`config.mk`:
```
export PLATFORM = sky130hd
export DESIGN_NAME = gregorian_date_add_days
export DESIGN_NICKNAME = d
export VERILOG_FILES = /design/src/design/gda_pkg.sv /design/src/design/gda_mod400.sv /design/src/design/gregorian_date_add_days.sv
export SDC_FILE = /design/constraint.sdc
export NUM_CORES = 1
export LEC_CHECK = 0
export BUFFER_PORTS_ARGS = -buffer_cell sky130_fd_sc_hd__clkbuf_2
export CORE_AREA = 2 2 209 211
export CTS_CLUSTER_DIAMETER = 120
export DETAILED_ROUTE_END_ITERATION = 6
export DIE_AREA = 0 0 211 213
export PLACE_DENSITY = 0.54
export SYNTH_ARGS = -nofsm -noshare
export SYNTH_HDL_FRONTEND = slang
export SYNTH_SLANG_ARGS = --single-unit
export TNS_END_PERCENT = 1
```
`constraint.sdc`:
```
create_clock -name clk -period 9.8 [get_ports clk]
set_input_delay 0.98 -clock clk [delete_from_list [all_inputs] [get_ports clk]]
set_output_delay 0.98 -clock clk [all_outputs]
set_load 0.02 [all_outputs]
```
`src/design/gda_pkg.sv`:
```
`timescale 1ns / 1ps
// Package for the Gregorian date stepper: sequencer states, calendar constants
// and the month length function. No dependencies.
package gda_pkg;

    localparam int DEF_OFFSET_BITS = 21;
    localparam int DEF_YEAR_BITS   = 14;

    localparam int DAY_BITS   = 5;
    localparam int MONTH_BITS = 4;
    localparam int CNT_BITS   = 12;
    localparam logic [CNT_BITS-1:0] CNT_MAX = {CNT_BITS{1'b1}};

    // Year residue modulo the 400-year Gregorian cycle.
    localparam int CYCLE_YEARS = 400;
    localparam int CYC_BITS    = 9;
    localparam logic [CYC_BITS-1:0] CYC_LAST = CYC_BITS'(CYCLE_YEARS - 1);
    localparam logic [CYC_BITS-1:0] CENT_1   = CYC_BITS'(100);
    localparam logic [CYC_BITS-1:0] CENT_2   = CYC_BITS'(200);
    localparam logic [CYC_BITS-1:0] CENT_3   = CYC_BITS'(300);

    localparam logic [MONTH_BITS-1:0] MON_JAN = 4'd1;
    localparam logic [MONTH_BITS-1:0] MON_FEB = 4'd2;
    localparam logic [MONTH_BITS-1:0] MON_MAR = 4'd3;
    localparam logic [MONTH_BITS-1:0] MON_APR = 4'd4;
    localparam logic [MONTH_BITS-1:0] MON_JUN = 4'd6;
    localparam logic [MONTH_BITS-1:0] MON_SEP = 4'd9;
    localparam logic [MONTH_BITS-1:0] MON_NOV = 4'd11;
    localparam logic [MONTH_BITS-1:0] MON_DEC = 4'd12;

    localparam logic [DAY_BITS-1:0] DAY_FIRST = 5'd1;
    localparam logic [DAY_BITS-1:0] LEN_SHORT = 5'd28;
    localparam logic [DAY_BITS-1:0] LEN_LEAP  = 5'd29;
    localparam logic [DAY_BITS-1:0] LEN_30    = 5'd30;
    localparam logic [DAY_BITS-1:0] LEN_31    = 5'd31;

    typedef enum logic [2:0] {
        ST_IDLE,
        ST_MOD,
        ST_PREP,
        ST_WALK,
        ST_DONE
    } state_t;

    function automatic logic [DAY_BITS-1:0] month_len(input logic [MONTH_BITS-1:0] m,
                                                      input logic leap);
        logic [DAY_BITS-1:0] len;
        if (m == MON_FEB) begin
            len = leap ? LEN_LEAP : LEN_SHORT;
        end
        else if (m == MON_APR || m == MON_JUN || m == MON_SEP || m == MON_NOV) begin
            len = LEN_30;
        end
        else begin
            len = LEN_31;
        end
        return len;
    endfunction

    function automatic logic is_leap(input logic [CYC_BITS-1:0] r);
        return (r[1:0] == 2'b00) && (r != CENT_1) && (r != CENT_2) && (r != CENT_3);
    endfunction

endpackage

```
`src/design/gda_mod400.sv`:
```
`timescale 1ns / 1ps
// Reduction of a year modulo 400 by reciprocal multiplication and a registered subtract.
// Depends on gda_pkg.
module gda_mod400 import gda_pkg::*; #(
    parameter int YEAR_BITS = DEF_YEAR_BITS
) (
    input  logic                 clk,
    input  logic                 rst_n,
    input  logic                 start,
    input  logic [YEAR_BITS-1:0] year,
    output logic                 done,
    output logic [CYC_BITS-1:0]  residue
);

    // The reciprocal is rounded up; with this shift the quotient is exact over the year range.
    localparam int SHIFT      = YEAR_BITS + CYC_BITS;
    localparam int RECIP_BITS = YEAR_BITS + 1;
    localparam int PROD_W     = YEAR_BITS + RECIP_BITS;
    localparam logic [RECIP_BITS-1:0] RECIP =
        RECIP_BITS'((longint'(1) << SHIFT) / CYCLE_YEARS + 1);
    localparam logic [YEAR_BITS-1:0] CYC_YB = YEAR_BITS'(CYCLE_YEARS);

    logic                 mul_reg, mul_next;
    logic                 sub_reg, sub_next;
    logic                 done_reg, done_next;
    logic [YEAR_BITS-1:0] yr_reg, yr_next;
    logic [YEAR_BITS-1:0] quo_reg, quo_next;
    logic [CYC_BITS-1:0]  rem_reg, rem_next;
    logic [PROD_W-1:0]    prod;
    logic [YEAR_BITS-1:0] diff;

    assign prod = PROD_W'(yr_reg) * PROD_W'(RECIP);
    assign diff = yr_reg - quo_reg * CYC_YB;

    always_comb
    begin
        mul_next  = start;
        sub_next  = mul_reg;
        done_next = sub_reg;
        yr_next   = yr_reg;
        quo_next  = quo_reg;
        rem_next  = rem_reg;
        if (start) begin
            yr_next = year;
        end
        if (mul_reg) begin
            quo_next = YEAR_BITS'(prod >> SHIFT);
        end
        if (sub_reg) begin
            rem_next = CYC_BITS'(diff);
        end
    end

    always_ff @(posedge clk or negedge rst_n)
    begin
        if (!rst_n) begin
            mul_reg  <= 1'b0;
            sub_reg  <= 1'b0;
            done_reg <= 1'b0;
        end
        else begin
            mul_reg  <= mul_next;
            sub_reg  <= sub_next;
            done_reg <= done_next;
        end
    end

    always_ff @(posedge clk)
    begin
        yr_reg  <= yr_next;
        quo_reg <= quo_next;
        rem_reg <= rem_next;
    end

    assign done    = done_reg;
    assign residue = rem_reg;

endmodule

```
`src/design/gregorian_date_add_days.sv`:
```
`timescale 1ns / 1ps
// The walk advances a whole month per cycle through one subtract-and-compare unit.
// The year residue modulo 400 is found first by a reciprocal multiplication.
// One beat is in flight at a time; the next is taken once the previous result is queued.
// Reset clears the sequencer and the output valid flag; no result is pending after it.
module gregorian_date_add_days import gda_pkg::*; #(
    parameter int OFFSET_BITS = DEF_OFFSET_BITS,
    parameter int YEAR_BITS   = DEF_YEAR_BITS
) (
    input  logic                   clk,
    input  logic                   rst_n,
    input  logic                   req_valid,
    output logic                   req_ready,
    input  logic [DAY_BITS-1:0]    start_day,
    input  logic [MONTH_BITS-1:0]  start_month,
    input  logic [YEAR_BITS-1:0]   start_year,
    input  logic signed [OFFSET_BITS-1:0] offset_days,
    output logic                   rsp_valid,
    input  logic                   rsp_ready,
    output logic [DAY_BITS-1:0]    end_day,
    output logic [MONTH_BITS-1:0]  end_month,
    output logic [YEAR_BITS-1:0]   end_year,
    output logic [CNT_BITS-1:0]    short_febs,
    output logic [CNT_BITS-1:0]    long_febs,
    output logic                   year_overflow
);

    localparam logic [YEAR_BITS-1:0] YEAR_MAX = {YEAR_BITS{1'b1}};

    state_t state_reg, state_next;

    logic [DAY_BITS-1:0]    d_reg, d_next;
    logic [MONTH_BITS-1:0]  m_reg, m_next;
    logic [YEAR_BITS-1:0]   y_reg, y_next;
    logic [OFFSET_BITS-1:0] n_reg, n_next;
    logic                   back_reg, back_next;
    logic [CYC_BITS-1:0]    cyc_reg, cyc_next;
    logic [CNT_BITS-1:0]    sf_reg, sf_next;
    logic [CNT_BITS-1:0]    lf_reg, lf_next;
    logic                   ovf_reg, ovf_next;

    logic                   rsp_valid_reg, rsp_valid_next;
    logic [DAY_BITS-1:0]    od_reg, od_next;
    logic [MONTH_BITS-1:0]  om_reg, om_next;
    logic [YEAR_BITS-1:0]   oy_reg, oy_next;
    logic [CNT_BITS-1:0]    osf_reg, osf_next;
    logic [CNT_BITS-1:0]    olf_reg, olf_next;
    logic                   oovf_reg, oovf_next;

    logic                   req_fire;
    logic                   mod_done;
    logic [CYC_BITS-1:0]    mod_residue;
    logic                   leap;
    logic [DAY_BITS-1:0]    len;
    logic [DAY_BITS-1:0]    fwd_room;
    logic                   fits;
    logic                   at_edge;
    logic                   finish;
    logic                   load_out;
    logic [MONTH_BITS-1:0]  m_in;
    logic [DAY_BITS-1:0]    d_in;

    assign req_ready = (state_reg == ST_IDLE);
    assign req_fire  = req_valid && req_ready;
    assign load_out  = (state_reg == ST_DONE) && (!rsp_valid_reg || rsp_ready);

    gda_mod400 #(
        .YEAR_BITS(YEAR_BITS)
    ) u_mod400 (
        .clk     (clk),
        .rst_n   (rst_n),
        .start   (req_fire),
        .year    (start_year),
        .done    (mod_done),
        .residue (mod_residue)
    );

    assign leap     = is_leap(cyc_reg);
    assign len      = month_len(m_reg, leap);
    assign fwd_room = len - d_reg;
    assign fits     = back_reg ? (n_reg < OFFSET_BITS'(d_reg))
                               : (n_reg <= OFFSET_BITS'(fwd_room));
    assign at_edge  = back_reg ? (m_reg == MON_JAN && y_reg == '0)
                               : (m_reg == MON_DEC && y_reg == YEAR_MAX);
    assign finish   = fits || at_edge;

    always_comb
    begin
        state_next = state_reg;
        case (state_reg)
            ST_IDLE:
            begin
                if (req_fire) begin
                    state_next = ST_MOD;
                end
            end
            ST_MOD:
            begin
                if (mod_done) begin
                    state_next = ST_PREP;
                end
            end
            ST_PREP:
            begin
                state_next = ST_WALK;
            end
            ST_WALK:
            begin
                if (finish) begin
                    state_next = ST_DONE;
                end
            end
            ST_DONE:
            begin
                if (load_out) begin
                    state_next = ST_IDLE;
                end
            end
            default:
            begin
                state_next = ST_IDLE;
            end
        endcase
    end

    always_comb
    begin
        m_in = start_month;
        if (start_month < MON_JAN) begin
            m_in = MON_JAN;
        end
        else if (start_month > MON_DEC) begin
            m_in = MON_DEC;
        end
        d_in = (start_day == '0) ? DAY_FIRST : start_day;
    end

    always_comb
    begin
        d_next    = d_reg;
        m_next    = m_reg;
        y_next    = y_reg;
        n_next    = n_reg;
        back_next = back_reg;
        cyc_next  = cyc_reg;
        sf_next   = sf_reg;
        lf_next   = lf_reg;
        ovf_next  = ovf_reg;
        case (state_reg)
            ST_IDLE:
            begin
                if (req_fire) begin
                    d_next    = d_in;
                    m_next    = m_in;
                    y_next    = start_year;
                    back_next = offset_days[OFFSET_BITS-1];
                    n_next    = offset_days[OFFSET_BITS-1] ? (-offset_days) : offset_days;
                    sf_next   = '0;
                    lf_next   = '0;
                    ovf_next  = 1'b0;
                end
            end
            ST_MOD:
            begin
                if (mod_done) begin
                    cyc_next = mod_residue;
                end
            end
            ST_PREP:
            begin
                if (d_reg > len) begin
                    d_next = len;
                end
            end
            ST_WALK:
            begin
                if (!back_reg) begin
                    if (fits) begin
                        d_next = d_reg + n_reg[DAY_BITS-1:0];
                    end
                    else if (at_edge) begin
                        d_next   = len;
                        ovf_next = 1'b1;
                    end
                    else begin
                        n_next = n_reg - OFFSET_BITS'(fwd_room) - 1'b1;
                        d_next = DAY_FIRST;
                        if (m_reg == MON_FEB) begin
                            if (leap) begin
                                lf_next = (lf_reg == CNT_MAX) ? lf_reg : lf_reg + 1'b1;
                            end
                            else begin
                                sf_next = (sf_reg == CNT_MAX) ? sf_reg : sf_reg + 1'b1;
                            end
                        end
                        if (m_reg == MON_DEC) begin
                            m_next   = MON_JAN;
                            y_next   = y_reg + 1'b1;
                            cyc_next = (cyc_reg == CYC_LAST) ? '0 : cyc_reg + 1'b1;
                        end
                        else begin
                            m_next = m_reg + 1'b1;
                        end
                    end
                end
                else begin
                    if (fits) begin
                        d_next = d_reg - n_reg[DAY_BITS-1:0];
                    end
                    else if (at_edge) begin
                        d_next   = DAY_FIRST;
                        ovf_next = 1'b1;
                    end
                    else begin
                        n_next = n_reg - OFFSET_BITS'(d_reg);
                        if (m_reg == MON_JAN) begin
                            m_next   = MON_DEC;
                            d_next   = LEN_31;
                            y_next   = y_reg - 1'b1;
                            cyc_next = (cyc_reg == '0) ? CYC_LAST : cyc_reg - 1'b1;
                        end
                        else begin
                            m_next = m_reg - 1'b1;
                            d_next = month_len(m_reg - 1'b1, leap);
                        end
                        if (m_reg == MON_MAR) begin
                            if (leap) begin
                                lf_next = (lf_reg == CNT_MAX) ? lf_reg : lf_reg + 1'b1;
                            end
                            else begin
                                sf_next = (sf_reg == CNT_MAX) ? sf_reg : sf_reg + 1'b1;
                            end
                        end
                    end
                end
            end
            default:
            begin
            end
        endcase
    end

    always_comb
    begin
        rsp_valid_next = rsp_valid_reg && !rsp_ready;
        od_next        = od_reg;
        om_next        = om_reg;
        oy_next        = oy_reg;
        osf_next       = osf_reg;
        olf_next       = olf_reg;
        oovf_next      = oovf_reg;
        if (load_out) begin
            rsp_valid_next = 1'b1;
            od_next        = d_reg;
            om_next        = m_reg;
            oy_next        = y_reg;
            osf_next       = sf_reg;
            olf_next       = lf_reg;
            oovf_next      = ovf_reg;
        end
    end

    always_ff @(posedge clk or negedge rst_n)
    begin
        if (!rst_n) begin
            state_reg     <= ST_IDLE;
            rsp_valid_reg <= 1'b0;
        end
        else begin
            state_reg     <= state_next;
            rsp_valid_reg <= rsp_valid_next;
        end
    end

    always_ff @(posedge clk)
    begin
        d_reg    <= d_next;
        m_reg    <= m_next;
        y_reg    <= y_next;
        n_reg    <= n_next;
        back_reg <= back_next;
        cyc_reg  <= cyc_next;
        sf_reg   <= sf_next;
        lf_reg   <= lf_next;
        ovf_reg  <= ovf_next;
        od_reg   <= od_next;
        om_reg   <= om_next;
        oy_reg   <= oy_next;
        osf_reg  <= osf_next;
        olf_reg  <= olf_next;
        oovf_reg <= oovf_next;
    end

    assign rsp_valid     = rsp_valid_reg;
    assign end_day       = od_reg;
    assign end_month     = om_reg;
    assign end_year      = oy_reg;
    assign short_febs    = osf_reg;
    assign long_febs     = olf_reg;
    assign year_overflow = oovf_reg;

    a_rsp_from_done: assert property (@(posedge clk) disable iff (!rst_n)
        $rose(rsp_valid_reg) |-> $past(state_reg == ST_DONE))
        else $error("Result beat raised outside the completion state.");

    a_walk_month: assert property (@(posedge clk) disable iff (!rst_n)
        (state_reg == ST_WALK) |-> (m_reg >= MON_JAN && m_reg <= MON_DEC))
        else $error("Month left its range during the walk.");

    a_walk_day: assert property (@(posedge clk) disable iff (!rst_n)
        (state_reg == ST_WALK) |-> (d_reg >= DAY_FIRST && d_reg <= len))
        else $error("Day left its month during the walk.");

    a_walk_cycle: assert property (@(posedge clk) disable iff (!rst_n)
        (state_reg == ST_WALK) |-> (cyc_reg <= CYC_LAST))
        else $error("Year residue out of range.");

    a_ovf_edge: assert property (@(posedge clk) disable iff (!rst_n)
        (rsp_valid_reg && oovf_reg) |->
            ((om_reg == MON_DEC && od_reg == LEN_31 && oy_reg == YEAR_MAX) ||
             (om_reg == MON_JAN && od_reg == DAY_FIRST && oy_reg == '0)))
        else $error("Overflow flagged away from the year range edge.");

endmodule

```
* After elaboration in Yosys (flattened, before gate mapping)
Index checks and enable logic that the tools add are counted.
** Storage, ports and cells
- Output and inout bits :: 50
- Flip-flop bits (word level) :: 163
- Logic and storage cells :: 203
** Operators by class
- Add/sub/neg operators :: 16
- $lt $le $gt $ge :: 5
- Reduce and logical (&&, ||, !) cells :: 34
- Muxes and demuxes :: 87
- $mul :: 2
- Equality and inequality tests :: 36
** Operator list (count)
- 12-bit two-way mux :: 19
- 21-bit two-way mux :: 7
- 14-bit two-way mux :: 8
- 9-bit two-way mux :: 10
- 12-bit one-hot mux with 2 select lines :: 2
- 21-bit one-hot mux with 2 select lines :: 1
- 21-bit by 5-bit subtractor with 21-bit output :: 2
- 4-bit two-way mux :: 10
- 5-bit two-way mux :: 8
- 14-bit one-hot mux with 2 select lines :: 1
- 14-bit by 13-bit multiplier with 27-bit output, second input constant :: 1
- 12-bit by 1-bit adder with 12-bit output, second input constant :: 2
- 12-bit == test, second input constant :: 2
- 21-bit by 5-bit less-or-equal comparator with 1-bit output :: 1
- 21-bit by 5-bit less-than comparator with 1-bit output :: 1
- 21-bit negator :: 1
- 21-bit by 1-bit subtractor with 21-bit output, second input constant :: 1
- 4-bit == test, second input constant :: 5
- 9-bit one-hot mux with 2 select lines :: 1
- 6-bit AND reduction :: 3
- 4-bit by 3-bit == test with 1-bit output, second input constant :: 4
- 3-bit one-hot mux with 5 select lines :: 1
- 5-bit one-hot mux with 3 select lines :: 1
- 14-bit by 1-bit adder with 14-bit output, second input constant :: 1
- 43 further kinds :: 87

* Longest topological paths before layout
Gate-level depths: netlist (run 1).
- Depth in word-level cells :: 13
- Gate-level depth with buffers :: 20
- Mapped depth without buffers :: 19

* Cells and area by module
From an unflattened synthesis (run 1), not the netlist that was laid out.
** Unflattened totals
- Cells, all modules :: 1219
- Area total of the unflattened synthesis :: 12714.7 um^2
** Modules (own cells, without submodules)
- gregorian_date_add_days :: instances 1, area an instance 8350.5 um^2, cells each 838
- gda_mod400 :: instances 1, area an instance 4364.2 um^2, cells each 381

* Worst setup path after synthesis (run 1)
No wires, ideal clock.
- Kind :: flip-flop to flip-flop
- From :: register cyc_reg[2]
- To :: register lf_reg[0], enable pin
- Cell stages (with the launch flop) :: 19
- Required time :: 9.395 ns
- Arrival time :: 4.602 ns
- Path slack :: 4.793 ns
- Buffers on the path :: 2
- Clock period less this slack :: 5.007 ns
- Cell sequence :: edfxtp_1 -> clkbuf_1 -> nor4bb_1 -> o21ai_0 -> nand3_1 -> clkbuf_1 -> a211oi_1 -> a21oi_1 -> ha_1 -> fa_1 -> xor2_1 -> ha_1 -> and4_1 -> a21oi_1 -> a211o_1 -> a21oi_2 -> nor2_1 -> a21oi_1 -> nor2_1
** On the way
- Longest elaborated chain between the ends :: 11
- Elaborated cells between the ends (all ways) :: 13
- Those cells by class :: 1 x add/sub; 1 x order compare; 4 x eq/ne; 3 x mux; 4 x reduce/logical
** RTL lines
- start: declaration :: line gregorian_date_add_days.sv:37 : logic [CYC_BITS-1:0] cyc_reg, cyc_next;
- start signal: assignment :: line gregorian_date_add_days.sv:282 : cyc_reg <= cyc_next;
- 9-bit by 7-bit != test with 1-bit output :: line gda_pkg.sv:61 : return (r[1:0] == 2'b00) && (r != CENT_1) && (r != CENT_2) && (r != CENT_3);
- 1-bit logical AND (2 in a row) :: line gda_pkg.sv:61
- 1-bit logical AND * :: line gda_pkg.sv:61
- 1-bit two-way mux * :: line gda_pkg.sv:49 : len = leap ? LEN_LEAP : LEN_SHORT;
- 2-bit two-way mux * :: line gda_pkg.sv:48 : if (m == MON_FEB) begin
- 5-bit subtractor * :: line gregorian_date_add_days.sv:80 : assign fwd_room = len - d_reg;
- 21-bit by 5-bit less-or-equal comparator with 1-bit output * :: line gregorian_date_add_days.sv:82 : : (n_reg <= OFFSET_BITS'(fwd_room));
- 1-bit two-way mux * :: line gregorian_date_add_days.sv:81 : assign fits = back_reg ? (n_reg < OFFSET_BITS'(d_reg))
- 2-bit != test (no source line) *
- 6-bit AND reduction (no source line) *
- end signal: assignment :: line gregorian_date_add_days.sv:284 : lf_reg <= lf_next;
- end: declaration :: line gregorian_date_add_days.sv:39 : logic [CNT_BITS-1:0] lf_reg, lf_next;
Every way passes the cells marked *; elsewhere a longest branch is shown, timed or not.
A chain may end at the register's enable or synchronous reset.

* Worst setup path after layout (run 1)
- From :: register cyc_reg[5]
- To :: register n_reg[7], enable pin
** On the way
- Longest elaborated chain between the ends :: 11
- Elaborated cells between the ends (all ways) :: 13
- Those cells by class :: 1 x add/sub; 1 x order compare; 4 x eq/ne; 3 x mux; 4 x reduce/logical
** RTL lines
- 9-bit by 7-bit != test with 1-bit output :: line gda_pkg.sv:61
- 1-bit logical AND (2 in a row) :: line gda_pkg.sv:61
- 1-bit logical AND * :: line gda_pkg.sv:61
- 1-bit two-way mux * :: line gda_pkg.sv:49
- 2-bit two-way mux * :: line gda_pkg.sv:48
- 5-bit subtractor * :: line gregorian_date_add_days.sv:80
- 21-bit by 5-bit less-or-equal comparator with 1-bit output * :: line gregorian_date_add_days.sv:82
- 1-bit two-way mux * :: line gregorian_date_add_days.sv:81
- 2-bit != test (no source line) *
- 4-bit AND reduction (no source line) *
- end signal: assignment :: line gregorian_date_add_days.sv:280 : n_reg <= n_next;
- end: declaration :: line gregorian_date_add_days.sv:35 : logic [OFFSET_BITS-1:0] n_reg, n_next;
Marks and branches as above.

==> impl_metrics.yaml, run 1 <==
synthesis:
  synth_largest_area_cell: "edfxtp_1"
  synth_edf_count: 155
  synth_area_leaders: "edfxtp_1 (37%), ha_1 (14%), fa_1 (11%), inv_1 (4.7%), xnor2_1 (4.0%)"
  synth_area_per_cell_um2: 10.45
  yosysWarnings: 0
  syn-num-nets: 1478
  synth_seq_cells: 162
  async_flop_share: 0.04321
  synth_top_area_share: 0.3667
  synth.distinct_cells: 69
  syn_inst: 1215
  synth_area_um2: 12690
  synth_ff_type: "edfxtp_1"
  ys_seq_area_frac: 0.3805
die:
  dieArea_um2: 44940
  die_width_um: 211
  initial_utilization: 0.2973
  coreArea_um2: 42700
  fp.dieH_um: 213
  ios: 98
  num_rows: 76
cells_and_area:
  largest_reg_flops: 21
  syn2layout_area_growth_pct: 13.04
  antenna_cells: 0
  fin_area_um2: 14350
  post-route-util: 0.3360
  final_layout_size_suffix_gt1_frac: 0.1116
  final_common_cell: "inv_1"
  final_cell_mix: "inv_1 (160), edfxtp_1 (155), ha_1 (146)"
  nets: 1567
timing:
  skew_ns: 0.009551
  max_freq_mhz: 179.3
  hold_viol: 0
  relSlewSlack: 0.1657
  final.period_utilization: 0.5692
  rsz0062_at_grt: "false"
  setup_tns_ns: 0
  maxSlewViolCount: 0
  worst_slew_pin_slew_ns: 1.249
  setup_violations: 0
  fin_crit_ns: 5.578
route:
  vias_per_cell: 4.917
  ant_nets: 0
  drc_errors: 0
  wirelength_mm: 30.08
  drt_iter0_markers: 585
  dr_wl_met2_mm: 13.35
  wl_met1_mm: 14.74
  wl_met3_mm: 1.310
  wl_per_cell_um: 16.15
  vias: 9161
  firstDrtPassIters: 6
  top_layer_used: "met4"
critical_path:
  required_ns: 9.81
  crit_path_frequent_cell: "a21oi_1"
  crit_chain: "nor4bb_1, o21ai_0, nand3_1, a211oi_1, a21oi_1, ha_1, fa_1, nand3_1, xnor2_1, ha_1, and4_1, a21oi_1, a211o_1, a21oi_2, nor2_1, a21oi_1, inv_1"
  crit_arrival_ns: 5.58
  r2r-start: "cyc_reg[5]$_DFFE_PP_"
  start_kind: "register"
  critPathMaxFanout: 25
  cp-startpoint: "cyc_reg[5]$_DFFE_PP_"
  slowest_delay_ns: 0.54
  crit_type: "reg2reg"
  end_kind: "register"
  cp_slowest_cell: "edfxtp_1"
run_status:
  run_status: "complete, no violations"
placed_design:
  dp_hpwl_mm: 23.32
  routabilityCongestion: 0.8697
  numPortBuffers: 97
  placed_area_um2: 13790
cts:
  cts_buffers: 17
  cts_tree: "done"
  cts_resized: 0
  cts.sink_count: 162
  htreeDepth: 4
  cts_hold_buf: 0
  cts_root_buffer: "clkbuf_16"
  clockBufferDepth: 2
  clkTransAtPathRegs_ns: 0.07
  cts_setup_buffers: 0
  clkLatencyLatePin_ns: 0.43
global_route:
  grt_overflow: 0
  grt_max_degree: 75
  antenna_found_initial: 0
  grt_usage: 0.1388
  grt_pass1_vias: 9131
  grt_pass1_wl_mm: 48.58
pwr:
  ir_drop_mv: 0.1511
  power_frac_comb: 0.332
  leakage_nw: 6.003
  intPower_w: 0.001632
  p_clk_frac: 0.251
  power_density_nw_per_um2: 178.7
  p_sw_frac: 0.3637
  p_seq_frac: 0.417
  p_sw_w: 0.0009325
flow_run:
  maxCapViolCount: 0
worst_hold_path:
  hold_path.class: "in2async"
-- worst max-delay path: cells and delay by family, from the launching register on --
family,cells,cell delay (ns)
buffers and inverters,1,0.52
AO/OA/AOI/OAI,7,1.85
XOR/XNOR,1,0.08
flip-flops,1,0.54
adder cells (fa/ha/maj),3,1.00
AND/OR/NAND/NOR,5,1.15
-- kinds of logic after synthesis --
group,after synthesis,share of synthesized area
compound gates,226,0.1130
xor+xnor,89,0.06142
fa+ha+maj,215,0.2528
buf+inv,195,0.05836
flops,162,0.3805
mux,12,0.009563
simple gates,316,0.1244
-- worst paths after layout --
path,to,slack [ns],cells after the start
setup / recovery,n_reg[7]$_DFFE_PP_,4.22,17
hold / removal,rsp_valid$_DFF_PN0_,0.38,1
setup reg to reg,n_reg[7]$_DFFE_PP_,4.22,17
min in group clk,long_febs[5]$_DFFE_PP_,0.51,0
hold reg to reg,long_febs[5]$_DFFE_PP_,0.51,0
max in group asynchronous,u_mod400.mul_reg$_DFF_PN0_,9.24,1
-- power by group through the flow --
| stage | Sequential, W | Combinational (W) | Clock, W |
|---|---|---|---|
| floorplan | 0.00102 | 0.000669 | 0 |
| global placement | 0.00108 | 0.000833 | 0 |
| detailed placement | 0.00108 | 0.000842 | 0 |
| CTS | 0.00107 | 0.000849 | 0.000665 |
| global route | 0.00109 | 0.000962 | 0.000693 |
| finish | 0.00107 | 0.000851 | 0.000645 |
-- per-layer routing --
layer | vias up | GRT usage
li1 | 4470 | -
met1 | 4459 | 0.1956
met2 | 202 | 0.2142
met3 | 30 | 0.02795
met4 | 0 | 0.04274
met5 | - | 0
-- layout make-up --
type	instances	area, µm²
clock inverter	15	133.9
sequential	162	4830
inverter	161	604.3
clock buffer	17	425.4
tap	546	683.2
fill	4284	28350
multi-input combinational	858	7133
timing repair buffer	104	538.0
-- cells in the mapped netlist (all sizes together) (10+ instances only) --
library cell	count
nor3	27
o21ai	58
and3	13
ha	146
xor2	31
a31oi	15
a21o	14
nor2	75
inv	160
xnor2	58
nand2	86
nor2b	12
a21oi	65
edfxtp	155
nor4	12
nand4	14
clkbuf	26
nand2b	10
mux2i	11
nand3	27
fa	69
-- through the flow --
step	total power (W)	worst slack [ns]	cells	hold WS [ns]
floorplan	0.001685	4.793	1215	0.4003
finish	0.002564	4.222	1863	0.3784
global placement	0.001910	4.314	1831	0.4918
CTS	0.002581	4.217	1863	0.3607
detailed placement	0.001921	4.213	1831	0.4976
global route	0.002742	3.743	1863	0.3581
No activity file was read; power rests on OpenSTA's default activity.
==> run 2, diff against run 1 <==
Settings changed: ABC_AREA set to 1, CORE_AREA 2 2 209 211 to 2 2 219 221, DIE_AREA 0 0 211 213 to 0 0 221 223, PLACE_DENSITY 0.54 to 0.56.
Clock period 9.8 ns to 4.86 ns, I/O delays scaled along.
==> impl_metrics.yaml, run 2 <==
die:
  fp.dieH_um: 223
  initial_utilization: 0.2962
  dieArea_um2: 49280
  coreArea_um2: 47150
  die_width_um: 221
  ios: 98
  num_rows: 80
flow_run:
  maxCapViolCount: 0
cells_and_area:
  nets: 1997
  nFillCells: 4893
  final_layout_size_suffix_gt1_frac: 0.1116
  final_cell_mix: "nand2_1 (289), inv_1 (262), edfxtp_1 (155)"
  final_common_cell: "nand2_1"
  syn2layout_area_growth_pct: 13.57
  largest_reg_flops: 21
route:
  firstDrtPassIters: 5
  vias_per_cell: 4.778
  ant_nets: 0
  wirelength_mm: 35.41
  drc_errors: 0
  wl_per_cell_um: 14.99
  drt_iter0_markers: 841
  vias: 11290
placed_design:
  dp_hpwl_mm: 28.30
  routabilityCongestion: 0.8790
  numPortBuffers: 97
cts:
  cts_buffers: 17
  clkLatencyLatePin_ns: 0.46
  cts.sink_count: 162
  clkTransAtPathRegs_ns: 0.08
  cts_tree: "done"
  htreeDepth: 4
  cts_root_buffer: "clkbuf_16"
  clockBufferDepth: 2
synthesis:
  synth_top_area_share: 0.3333
  syn_inst: 1627
  synth_edf_count: 155
  synth_seq_cells: 162
  synth.distinct_cells: 53
  synth_area_leaders: "edfxtp_1 (33%), ha_1 (13%), fa_1 (9.9%), nand2_1 (7.8%), inv_1 (7.0%)"
  yosysWarnings: 0
  syn-num-nets: 1890
  synth_area_um2: 13960
  synth_most_common_cell: "nand2_1"
  ys_top_cells_by_count: "nand2_1 (289), inv_1 (262), edfxtp_1 (155)"
  synth_area_per_cell_um2: 8.582
  synth_ff_type: "edfxtp_1"
  synth_largest_area_cell: "edfxtp_1"
  async_flop_share: 0.04321
  ys_seq_area_frac: 0.3459
critical_path:
  crit_arrival_ns: 4.69
  required_ns: 5.07
  crit_type: "reg2reg"
  r2r_setup_slack_ns: 0.38
  r2r-start: "u_mod400.yr_reg[7]$_DFFE_PP_"
  critPathMaxFanout: 7
  start_kind: "register"
  worstReg2RegEnd: "u_mod400.quo_reg[4]$_DFFE_PP_"
  r2r_cells: 17
  end_kind: "register"
global_route:
  grt_pass1_wl_mm: 57.80
  antenna_found_initial: 1
  grt_max_degree: 82
  grt_pass1_vias: 10880
  grt_usage: 0.1474
  grt_overflow: 0
worst_hold_path:
  holdCritStartpoint: "start_year[0]"
  holdPathEnd: "u_mod400.yr_reg[0]$_DFFE_PP_"
  holdPathStages: 1
  hold_path.class: "in2reg"
timing:
  setup_tns_ns: 0
  final.period_utilization: 0.9213
  worst_slew_pin_slew_ns: 1.003
  max_freq_mhz: 223.3
  fin_crit_ns: 4.478
  hold_viol: 0
  maxSlewViolCount: 0
  rsz0062_at_grt: "false"
  relSlewSlack: 0.3303
  skew_ns: 0.01944
  setup_violations: 0
run_status:
  run_status: "complete, no violations"
## run 2: cell count changes after synthesis, sizes merged, moves of 12 or more
cell	previous run	this run
nand2	86	302
inv	160	274
nor2	75	163
nand3	27	104
o21ai	58	106
xnor2	58	22
a21oi	65	87
clkbuf	26	8
and3	13	0
nor2b	12	0
xor2	31	43
## run 2: cell type report
cell class	instances	area (µm²)	area share
timing repair buffer	114	640.6	0.04040
inverter	274	1031	0.06502
clock buffer	17	425.4	0.02683
clock inverter	15	171.4	0.01081
antenna	1	2.502	0.0001578
multi-input combinational	1165	7988	0.5037
tap	615	769.5	0.04852
sequential	162	4830	0.3046
## run 2: repair_timing
action                                  4_1_cts  5_1_grt
buffers inserted                              0        4
hold buffers                                  1        0
endpoints found under the setup margin        0       63
gates resized for setup                       0        2
hold endpoints to repair                      7        0
## run 2: worst max-delay path, stage by stage (launching register included)
cell	delay [ns]
edfxtp_1	0.55
ha_1	0.26
inv_1	0.06
fa_1	0.49
inv_1	0.06
fa_1	0.50
inv_1	0.05
fa_1	0.46
fa_1	0.55
inv_1	0.04
ha_1	0.34
nand2_1	0.15
inv_1	0.07
a21oi_1	0.20
nor2_1	0.06
o21ai_0	0.14
nand3_1	0.10
xor2_1	0.14
## run 2: cell families (layout without fill, tap and decap cells)
family / after synthesis / in the layout / share of synthesized area
DFF: 162 / 162 / 0.3459
AOI/OAI and AO/OA: 246 / 246 / 0.09767
xor gates and xnor gates: 65 / 65 / 0.04077
adders and majority gates: 215 / 215 / 0.2297
other: 0 / 1 / 0
buffers and inverters: 300 / 420 / 0.08387
and+or+nand+nor: 639 / 639 / 0.2021
## run 2: how the worst max path moves through the flow
stage | start | to | slack, ns | depth (start not counted)
6_report | u_mod400.yr_reg[7]$_DFFE_PP_ | u_mod400.quo_reg[4]$_DFFE_PP_ | 0.38 | 17
5_1_grt | m_reg[1]$_DFFE_PP_ | lf_reg[3]$_SDFFCE_PN0P_ | 0.02 | 24
4_1_cts | m_reg[0]$_DFFE_PP_ | sf_reg[8]$_SDFFCE_PN0P_ | 0.30 | 24
2_1_floorplan | m_reg[0]$_DFFE_PP_ | lf_reg[0]$_SDFFCE_PN0P_ | 0.1 | 23
3_5_place_dp | m_reg[0]$_DFFE_PP_ | lf_reg[1]$_SDFFCE_PN0P_ | 0.34 | 24
3_3_place_gp | m_reg[0]$_DFFE_PP_ | lf_reg[6]$_SDFFCE_PN0P_ | 0.35 | 24
## run 2: routing by layer
layer / vias to the layer above / global-route usage / wire [µm]
li1: 5627 / - / -
met1: 5370 / 0.2084 / 17060
met2: 265 / 0.2318 / 16090
met3: 28 / 0.02397 / 1613
met4: 0 / 0.04352 / 653
met5: - / 0 / 0
## run 2: stage by stage
stage	cells	util	hold WS (ns)	cell area, µm²	worst slack, ns
after floorplan	1627	-	0.1904	13960	0.09800
after global placement	2325	0.3226	0.3642	15210	0.3461
after detailed placement	2325	0.3226	0.3677	15210	0.3395
after CTS	2358	0.3355	0.2128	15820	0.3042
after global routing	2363	0.3364	0.2221	15860	0.01761
final	2363	0.3364	0.2387	15860	0.3824
Power of run 2 is left out: the tool's default activity adds up to more than one toggle a clock period on the data nets, which glitch-free logic cannot reach.
==> run 3, diff against run 2 <==
Settings changed: CELL_PAD_IN_SITES_DETAIL_PLACEMENT set to 0, CELL_PAD_IN_SITES_GLOBAL_PLACEMENT set to 1, PLACE_DENSITY 0.56 to 0.67.
==> impl_metrics.yaml, run 3 (same netlist as run 2, synthesis figures left out) <==
run_status:
  run_status: "complete, no violations"
critical_path:
  slowest_delay_ns: 0.55
  start_kind: "register"
  critPathBufInv: 5
  crit_family: "adder cells"
  crit_type: "reg2reg"
  crit_arrival_ns: 4.74
  crit_path_frequent_cell: "inv_1"
  crit_chain: "ha_1, inv_1, fa_1, inv_1, fa_1, inv_1, fa_1, fa_1, inv_1, ha_1, nand2_1, inv_1, a21oi_1, nor2_1, o21ai_0, nand3_1, xor2_1"
  critPathMaxFanout: 4
  cp_slowest_cell: "fa_1"
  required_ns: 5.08
  end_kind: "register"
die:
  ios: 98
  dieArea_um2: 49280
  coreArea_um2: 47150
  fp.dieH_um: 223
  initial_utilization: 0.2962
  die_width_um: 221
  num_rows: 80
timing:
  timing.final.ws_setup_ns: 0.3340
  rsz0062_at_grt: "false"
  fin_hold_ws_ns: 0.2348
  worst_slew_pin_slew_ns: 1.128
  setup_tns_ns: 0
  final.period_utilization: 0.9313
  max_freq_mhz: 220.9
  setup_violations: 0
  fin_crit_ns: 4.526
  skew_ns: 0.01930
  maxSlewViolCount: 0
  relSlewSlack: 0.2472
  hold_viol: 0
cts:
  clkTransAtPathRegs_ns: 0.07
  cts_tree: "done"
  cts_root_buffer: "clkbuf_16"
  clkLatencyLatePin_ns: 0.48
  clockBufferDepth: 2
  cts_buffers: 17
  cts.sink_count: 162
  htreeDepth: 4
cells_and_area:
  final_common_cell: "nand2_1"
  largest_reg_flops: 21
  final_layout_size_suffix_gt1_frac: 0.1154
  nets: 2001
  final_cell_mix: "nand2_1 (288), inv_1 (261), edfxtp_1 (155)"
  antenna_cells: 0
  nFillCells: 4889
  syn2layout_area_growth_pct: 14.28
placed_design:
  routabilityCongestion: 0.8546
  pre_cts_slack_ns: 0.2261
  numPortBuffers: 97
  dp_hpwl_mm: 29.44
route:
  vias: 11161
  firstDrtPassIters: 5
  vias_per_cell: 4.717
  wl_per_cell_um: 15.49
  drt_iter0_markers: 609
  wirelength_mm: 36.66
  ant_nets: 0
  drc_errors: 0
flow_run:
  maxCapViolCount: 0
global_route:
  grt_max_degree: 82
  grt_usage: 0.1536
  grt_overflow: 0
  grt_pass1_vias: 11327
  grt_pass1_wl_mm: 59.97
  antenna_found_initial: 0
worst_hold_path:
  hold_path.class: "in2reg"
[run 3: cell type report]
| class | count | area, µm² | area share |
|---|---|---|---|
| Clock buffer | 17 | 425.4 | 0.02666 |
| Sequential cell | 162 | 4830 | 0.3027 |
| Inverter | 274 | 1031 | 0.06461 |
| Clock inverter | 15 | 235.2 | 0.01474 |
| Timing Repair Buffer | 118 | 674.4 | 0.04226 |
| Tap cell | 615 | 769.5 | 0.04822 |
| Multi-Input combinational cell | 1165 | 7993 | 0.5009 |
[run 3: repair_timing]
| action | CTS | global route |
|---|---|---|
| buffers inserted | 0 | 8 |
| hold endpoints to repair | 7 | 0 |
| gates resized for setup | 0 | 9 |
| hold buffers | 1 | 0 |
| setup endpoints to repair | 0 | 60 |
[run 3: final timing paths]
path | from | endpoint | slack (ns) | cells past startpoint
min reg2reg | ovf_reg$_DFFE_PP_ | year_overflow$_DFFE_PP_ | 0.44 | 0
max | u_mod400.yr_reg[8]$_DFFE_PP_ | u_mod400.quo_reg[4]$_DFFE_PP_ | 0.33 | 17
max reg2reg | u_mod400.yr_reg[8]$_DFFE_PP_ | u_mod400.quo_reg[4]$_DFFE_PP_ | 0.33 | 17
max in group asynchronous | rst_n | u_mod400.done$_DFF_PN0_ | 4.23 | 2
min in group asynchronous | rst_n | rsp_valid$_DFF_PN0_ | 0.41 | 2
min | start_year[13] | u_mod400.yr_reg[13]$_DFFE_PP_ | 0.23 | 1
[run 3: stage by stage]
step	util	cell area [µm²]	instances
after floorplan	-	13960	1627
after global placement	0.3224	15200	2325
after detailed placement	0.3224	15200	2325
after CTS	0.3366	15870	2358
after global routing	0.3385	15960	2366
final	0.3385	15960	2366
[run 3: per-layer routing]
| metal | global-route usage | share of wire | vias up | wire length (µm) |
|---|---|---|---|---|
| li1 | - | - | 5628 | - |
| met2 | 0.2550 | 0.48 | 187 | 17560 |
| met3 | 0.03385 | 0.037 | 47 | 1341 |
| met5 | 0 | 0 | - | 0 |
| met4 | 0.04590 | 0.020 | 0 | 751 |
| met1 | 0.2000 | 0.46 | 5299 | 17010 |
Power of run 3 is left out for the same reason.
